## src/hdl/lpf_div.sv

```systemverilog
// ----------------------------------------------------------------------------
// lpf_div: serial restoring divider
// Floor of a 96-bit dividend over a 31-bit divisor, one quotient bit per
// cycle. Quotient saturates to the largest positive signed 64-bit value.
// ----------------------------------------------------------------------------
module lpf_div (
  input  logic        clk_i,
  input  logic        rst_ni,
  input  logic        start_i,
  input  logic [95:0] dividend_i,
  input  logic [30:0] divisor_i,
  output logic        busy_o,
  output logic [62:0] quot_o
);

  logic [95:0] num_q, num_d;
  logic [31:0] rem_q, rem_d;
  logic [95:0] quo_q, quo_d;
  logic [6:0]  cnt_q, cnt_d;
  logic        busy_q, busy_d;
  logic [31:0] trial;

  always_comb begin
    num_d  = num_q;
    rem_d  = rem_q;
    quo_d  = quo_q;
    cnt_d  = cnt_q;
    busy_d = busy_q;
    trial  = {rem_q[30:0], num_q[95]};
    if (start_i) begin
      num_d  = dividend_i;
      rem_d  = '0;
      quo_d  = '0;
      cnt_d  = 7'd96;
      busy_d = 1'b1;
    end else if (busy_q) begin
      num_d = {num_q[94:0], 1'b0};
      if (trial >= {1'b0, divisor_i}) begin
        rem_d = trial - {1'b0, divisor_i};
        quo_d = {quo_q[94:0], 1'b1};
      end else begin
        rem_d = trial;
        quo_d = {quo_q[94:0], 1'b0};
      end
      cnt_d = cnt_q - 7'd1;
      if (cnt_q == 7'd1) busy_d = 1'b0;
    end
  end

  always_ff @(posedge clk_i or negedge rst_ni) begin
    if (!rst_ni) begin
      busy_q <= 1'b0;
      cnt_q  <= '0;
    end else begin
      busy_q <= busy_d;
      cnt_q  <= cnt_d;
    end
  end

  always_ff @(posedge clk_i) begin
    num_q <= num_d;
    rem_q <= rem_d;
    quo_q <= quo_d;
  end

  assign busy_o = busy_q;
  assign quot_o = (quo_q[95:63] != '0) ? {63{1'b1}} : quo_q[62:0];

endmodule

```

## config.mk

```make
export PLATFORM = sky130hd
export DESIGN_NAME = lpf_div
export DESIGN_NICKNAME = d
export VERILOG_FILES = /design/src/hdl/lpf_div.sv
export SDC_FILE = /design/constraint.sdc
export NUM_CORES = 1
export LEC_CHECK = 0
export ABC_AREA = 1
export BUFFER_PORTS_ARGS = -buffer_cell sky130_fd_sc_hd__buf_4
export CAP_MARGIN = 10
export CORE_MARGIN = 3
export CORE_UTILIZATION = 45
export DETAILED_ROUTE_END_ITERATION = 6
export PLACE_DENSITY = 0.66
export SLEW_MARGIN = 5
export SYNTH_ARGS = -nofsm -noshare
export SYNTH_HDL_FRONTEND = slang
export SYNTH_SLANG_ARGS = --single-unit
export TNS_END_PERCENT = 10
```

## constraint.sdc

```tcl
create_clock -name clk_i -period 5.2 [get_ports clk_i]
set_input_delay 0.52 -clock clk_i [delete_from_list [all_inputs] [get_ports clk_i]]
set_output_delay 0.52 -clock clk_i [all_outputs]
set_load 0.02 [all_outputs]
```

[Word-level counts from Yosys, hierarchy flattened]
Index checks and enable logic that the tools add are counted.
Operators by class
  add/subtract/negate cells: 2
  $mul: 0
  div/mod/pow operators: 0
  $lt $le $gt $ge: 1
  eq/ne operators: 1
  shift operators: 0
  muxes and demuxes: 10
  bitwise logic cells: 0
  reduce and logical (&&, ||, !) cells: 2
Operators with widths (count)
  $mux 96: 2
  $mux 63: 1
  $reduce_bool 33->1: 1
  $ge 32x31->1: 1
  $mux 31: 1
  $sub 31x31->31: 1
  $mux 7: 2
  $eq 7x1->1 const B: 1
  $sub 7x1->7 const B: 1
  $mux 1: 4
  $reduce_bool 2->1: 1
Storage, ports and cells
  flip-flop bits (word level): 231
  latch bits: 0
  RAM bits: 0
  bits in read-only memories: 0
  input bits: 130
  output and inout port bits: 64
  logic and storage cells: 21
  memories: 0

[Logic depth before layout (Yosys ltp)]
Gate-level depths: netlist of the first run.
  depth after elaboration: 4
  mapped depth: 17
  mapped depth without buffers: 16

[Worst setup path before layout of the first run]
No wires, ideal clock.
  path type: input-to-reg
  from: input start_i
  to: register num_q[0], enable pin
  library setup time: 0.498 ns
  arrival: 3.730 ns
  setup slack: 0.972 ns
  stages: 4
  path buffers: 2
  path through: buf_2 > nor2_1 > inv_2 > clkbuf_1
Between the ends
  word-level cells in the longest chain between the ends: 1
Ends and longest elaborated chain
  from (decl): RTL line 9  | input logic start_i,
  $reduce_bool 2->1 (no source line)
  to (signal assigned): RTL line 61  | num_q <= num_d;
  to (decl): RTL line 16  | logic [95:0] num_q, num_d;
Every way passes these cells.
A chain may end at the register's enable or synchronous reset.

[Worst setup path after layout of the first run]
  from: register quo_q[72]
  to: output quot_o[5]
Between the ends
  word-level cells in the longest chain between the ends: 2
Ends and longest elaborated chain
  from (decl): RTL line 18  | logic [95:0] quo_q, quo_d;
  from (signal assigned): RTL line 63  | quo_q <= quo_d;
  $reduce_bool 33->1: RTL line 67  | assign quot_o = (quo_q[95:63] != '0) ? {63{1'b1}} : quo_q[62:0];
  $mux 63: RTL line 67
  to (decl): RTL line 13  | output logic [62:0] quot_o
Every way passes these cells.

==> metrics.cfg, run 1 <==
[run_status]
outcome=finished, final reports clean

[global_routing]
overflow=0
grt_antenna_before_repair=0
grt_max_degree=105
grt_pass1_wl_microns=48120
globalRouteTotalUtil_pct=20.06
grt_pass1_vias=9889

[synthesis]
synth_edf_count=96
synth_area_per_cell_sq_um=7.501
async_flop_share_pct=3.463
yosys_warnings=0
synth_cells=1597
ys_top_cells_by_count=620 x nand2_1, 248 x inv_1, 127 x dfxtp_1, 96 x edfxtp_1, 96 x o22ai_1
yosysTopAreaCellShare_pct=24.07
yosysSeqAreaShare_pct=46.96
yosysTopAreaCell=edfxtp_1
syn-num-nets=1761
ys_ff_latch=231
synth.most_common_cell=nand2_1
synth_cell_types=41
synth_area_leaders=edfxtp_1 24%, dfxtp_1 21%, nand2_1 19%, inv_1 7.8%, o22ai_1 5.0%
syn_area_sq_mm=0.01198
synth_ff_type=dfxtp_1

[routing]
via_per_inst=5.004
routed_wl_microns=29840
vias=10538
wire_per_inst_microns=14.17
antenna_left=0
route.detailed.drc=0
firstDrtPassIters=5
drtIter0Drc=738

[timing]
fin_setup_tns_ns=0
skew_ns=0.009351
setup_viol=0
slew_headroom_pct=34.68
period_share_pct=56.66
finalCriticalPeriod_ns=2.946
worst_pin_slew_ns=0.9797
hold_viol=0
drv_slew=0
rsz0062_at_grt=false
max_freq_mhz=339.4

[hold_path]
min_from=dividend_i[0]
whs_endpoint=num_q[0]
hold-path-cell-count=3
min_path_type=in2reg

[critical_path]
ff2ff_path_depth=16
required_ns=4.68
start_kind=flip-flop
crit_chain=nor4_1, nand3_1, nor4_4, buf_4, nand4_1, buf_4
cp_slowest_stage_delay_ns=0.53
crit_arrival_ns=2.43
timing.rr.end=rem_q[23]
crit_buf_inv=2
path_class=reg2out
r2r_slack_ns=2.48
cp_common_cell=buf_4
r2r-start=num_q[95]
end_kind=output pin
crit_slowest_cell=buf_4
crit_fanout=63
critPathTopFamily=simple AND/OR/NAND/NOR gates

[layout]
drive_gt1_share_pct=14.79
area_growth_pct=20.40
antennaDiodeCount=0
final-seq-area_sq_mm=0.005625
final_nets=1917
multi_input_area_sq_mm=0.005050
fill_cells=2489

[pwr]
max-vdd-ir-drop_mv=0.2834
p_leak_nw=7.476
power.density_mw_per_mm2=291.5
finalPower_w=0.004204

[cts]
cts_tree=yes
cts-root-buf=clkbuf_16
clk_pin_slew_ns=0.06
clk_latency_ns=0.53
cts_buffers=25
htree_num_levels=1
cts_buffer_depth=3
clkSinkCount=231

[die]
pin_count=194
start_util_pct=45.84
die_area_sq_mm=0.02861
rows=59
coreArea_sq_mm=0.02613
die_h_microns=169.2
dieWidth_microns=169.2

[flow_run]
maxCapViolCount=0

[placement]
dp_hpwl_microns=20570
routabilityCongestion=0.9279
io_buffers=193

logic make-up after synthesis:
group | Yosys count | synth area share [%]
flip-flops | 231 | 46.96
adder cells (fa/ha/maj) | 34 | 3.614
XOR/XNOR | 13 | 0.9505
AND/OR/NAND/NOR | 863 | 30.96
buffers and inverters | 327 | 11.02
AO/OA/AOI/OAI | 129 | 6.497
area by class of cell:
| type | instances | share of cell area [%] |
|---|---|---|
| Tap cell | 335 | 2.906 |
| Clock inverter | 12 | 1.024 |
| Clock buffer | 33 | 4.823 |
| Inverter | 252 | 6.593 |
| Sequential cell | 231 | 39.00 |
| Timing Repair Buffer | 204 | 10.64 |
| Multi-Input combinational cell | 1039 | 35.01 |
where the power goes:
group          switching, W  leakage, nW  internal [W]
sequential        0.0000326         2.17       0.00198
combinational      0.000215         4.88      0.000162
clock              0.000720        0.420       0.00109
total              0.000968         7.48       0.00324
worst min-delay path, stage by stage:
cell	delay, ns
buf_4	0.08
nand2_1	0.04
inv_1	0.04
per-stage QoR:
step	instance area [sq um]	utilization, %	worst slack, ns	hold slack (ns)	cells
5_1_grt	14420	55.19	1.990	0.2472	2106
6_report	14420	55.19	2.254	0.2509	2106
4_1_cts	14420	55.19	2.215	0.2279	2106
3_5_place_dp	13570	51.92	2.256	0.3444	2060
3_3_place_gp	13570	51.92	2.359	0.3435	2060
2_1_floorplan	11980	-	0.9718	0.2244	1597
cells in the final DEF (no fill, tap or decap), types with 2 or more instances in the layout:
cell,netlist,final
clkbuf_16,0,25
inv_2,2,3
bufinv_16,0,3
xnor2_1,7,7
nor2_2,4,5
dfxtp_1,127,127
ha_1,33,33
a21oi_1,22,22
clkbuf_1,48,4
nor4_4,1,2
nor3_2,1,2
nand4_1,83,83
edfxtp_1,96,96
clkbuf_8,0,4
clkinv_1,2,3
nand3_1,78,78
buf_4,2,203
nor4_1,2,2
clkinv_2,0,6
nand2_1,620,620
xor2_1,6,6
inv_1,248,247
nor2_1,44,43
nand2_2,2,2
o22ai_1,96,96
dfrtp_1,8,8
nand3b_1,15,15
o21ai_0,6,6
and3_1,2,2
and2_1,4,4
flip-flops by register name (all words and copies together), names as in the netlist:
name and flops:
cnt_q 7, busy_o 1, num_q 96, rem_q 31, quo_q 96
how the worst max path moves through the flow:
stage	startpoint	end	slack [ns]	cells past startpoint
final	quo_q[72]	quot_o[5]	2.25	6
after global routing	quo_q[72]	quot_o[37]	1.99	6
after CTS	quo_q[72]	quot_o[38]	2.22	6
after detailed placement	divisor_i[27]	rem_q[28]	2.26	13
after global placement	divisor_i[27]	rem_q[25]	2.36	13
after floorplan	start_i	num_q[0]	0.97	4
timing repair:
item                      4_1_cts  5_1_grt
gates resized for setup         0        0
setup buffers                   0        0
hold endpoints to repair        8        0
hold buffers                    1        0
per-layer routing:
| metal | vias to the layer above | part of all wire (%) | global-route usage [%] |
|---|---|---|---|
| li1 | 5467 | - | - |
| met1 | 4759 | 45 | 27.34 |
| met2 | 268 | 45 | 32.47 |
| met3 | 44 | 7.2 | 4.379 |
| met4 | 0 | 2.4 | 5.619 |
| met5 | - | 0 | 0 |
Note: power is estimated with default switching activity, not from simulation.
==> inputs of run 2 (changes only) <==
- clock period: 5.2 -> 2.75 ns (I/O delays scaled with it)
==> run 2 against run 1 <==
- non-clock buffer count rose by 35
- core utilization rose by 1.3 points
- critical endpoint is now quot_o[7]
- register-to-register slack got worse by 2.1 ns
- setup slack got worse by 2.1 ns
- critical path type unchanged
- worst hold slack got worse by 0.23 ns
- first-iteration DRC count rose by 6.2%
- critical path depth did not move
- cell count rose by 1.7%
==> metrics.cfg, run 2 (same netlist as run 1, synthesis figures left out) <==
[hold_path]
min_path_type=in2reg

[cts]
clk_pin_slew_ns=0.06
cts_buffers=25
clk_latency_ns=0.53
cts_buffer_depth=3
cts_tree=yes
clkSinkCount=231
htree_num_levels=1
cts_resized=0
cts-root-buf=clkbuf_16

[layout]
final_cell_mix=620 x nand2_1, 247 x inv_1, 204 x buf_4
layout_commonest_cell=nand2_1
area_growth_pct=23.33
final_nets=1952
final_cells=2142
antennaDiodeCount=0
drive_gt1_share_pct=14.94
top_regs=num_q: 96 flops, quo_q: 96 flops, rem_q: 31 flops

[routing]
wire_per_inst_microns=13.93
route.detailed.drc=0
drtIter0Drc=784
antenna_left=0
firstDrtPassIters=5
vias=10752
via_per_inst=5.020
routed_wl_microns=29840

[critical_path]
endpoint=quot_o[7]
r2r-start=num_q[95]
ff2ff_path_depth=16
start_kind=flip-flop
timing.rr.end=rem_q[21]
critPathTopFamily=buffers and inverters
required_ns=2.48
end_kind=output pin
crit_slowest_cell=buf_4
path_class=reg2out
cp_slowest_stage_delay_ns=0.53
r2r_slack_ns=0.43
crit_buf_inv=3
crit_fanout=63
crit_arrival_ns=2.27
path_depth=6
crit_chain=inv_1, nand4_1, nor4_4, buf_4, nand4_1, buf_4
startpoint=quo_q[65]

[global_routing]
grt_antenna_before_repair=0
globalRouteTotalUtil_pct=20.11
grt_pass1_vias=10260
grt_max_degree=102
overflow=0
grt_pass1_wl_microns=48780

[placement]
dp_hpwl_microns=20390
routabilityCongestion=0.9276
io_buffers=193
placedCellCount=2065

[die]
coreArea_sq_mm=0.02613
start_util_pct=45.84
dieWidth_microns=169.2
die_h_microns=169.2
pin_count=194
rows=59
die_area_sq_mm=0.02861

[timing]
setup_viol=0
skew_ns=0.007355
hold_viol=0
slew_headroom_pct=36.76
max_freq_mhz=392.3
period_share_pct=92.70
finalCriticalPeriod_ns=2.549
rsz0062_at_grt=false
drv_slew=0
fin_setup_tns_ns=0
worst_pin_slew_ns=0.9485

[pwr]
power.density_mw_per_mm2=529.7
p_leak_nw=7.627
max-vdd-ir-drop_mv=0.5374

[flow_run]
maxCapViolCount=0

[run_status]
outcome=finished, final reports clean

run 2: cell types whose count changed in the layout (fill, tap and decap cells not counted), sizes merged:
cell / previous run / this run
bufinv: 3 / 0
dlygate4sd3: 1 / 31
clkbuf: 33 / 36
buf: 203 / 208
clkinvlp: 0 / 1
clkinv: 9 / 8
inv: 252 / 253
run 2: worst min-delay path: stages:
cell and delay, ns:
buf_4 0.08, nand2_1 0.04, nand2_1 0.05
run 2: layout make-up:
type	instances	area, sq um
flip-flops and latches	231	5625
clock buffers	36	728.2
multi-input cells	1039	5050
fillers	2451	11360
inverters	252	950.9
well taps	335	419.2
clock inverters	10	78.83
repair buffers	239	1922
run 2: stage by stage:
step	setup WS (ns)	instance area (sq um)	utilization (%)	power, W	hold slack, ns
6_report	0.2006	14770	56.54	0.007827	0.01794
5_1_grt	0.01065	14770	56.54	0.008153	0.005065
4_1_cts	0.1892	14770	56.54	0.007920	0.0001120
3_5_place_dp	0.3856	13660	52.26	0.004597	0.09874
3_3_place_gp	0.4703	13660	52.26	0.004581	0.09815
2_1_floorplan	0.2163	11980	-	0.004313	-0.02059
run 2: power breakdown:
group	switching [W]	internal [W]
clock	0.00140	0.00186
combinational	0.000420	0.000340
sequential	0.0000586	0.00375
total	0.00188	0.00595
run 2: metal layers:
| metal | routed length [microns] | share of wire [%] | vias to the layer above | GRT usage [%] |
|---|---|---|---|---|
| met4 | 896 | 3.0 | 0 | 6.579 |
| met1 | 13410 | 45 | 4883 | 27.44 |
| met2 | 13690 | 46 | 267 | 32.58 |
| li1 | - | - | 5544 | - |
| met3 | 1842 | 6.2 | 58 | 3.680 |
| met5 | 0 | 0 | - | 0 |
run 2: worst min-delay path by stage:
stage	from	endpoint	slack [ns]	cells after the start
after floorplan	rst_ni	busy_o	-0.02	0
after global placement	rst_ni	cnt_q[5]	0.1	1
after detailed placement	rst_ni	cnt_q[3]	0.1	1
after CTS	dividend_i[18]	num_q[18]	0.0001	3
after global routing	dividend_i[50]	num_q[50]	0.005	3
final	dividend_i[45]	num_q[45]	0.02	3
run 2: repair_timing:
item                       4_1_cts  5_1_grt
hold endpoints to repair        38        0
hold buffers                    31        0
buffers inserted                 0        0
setup endpoints to repair        0        0
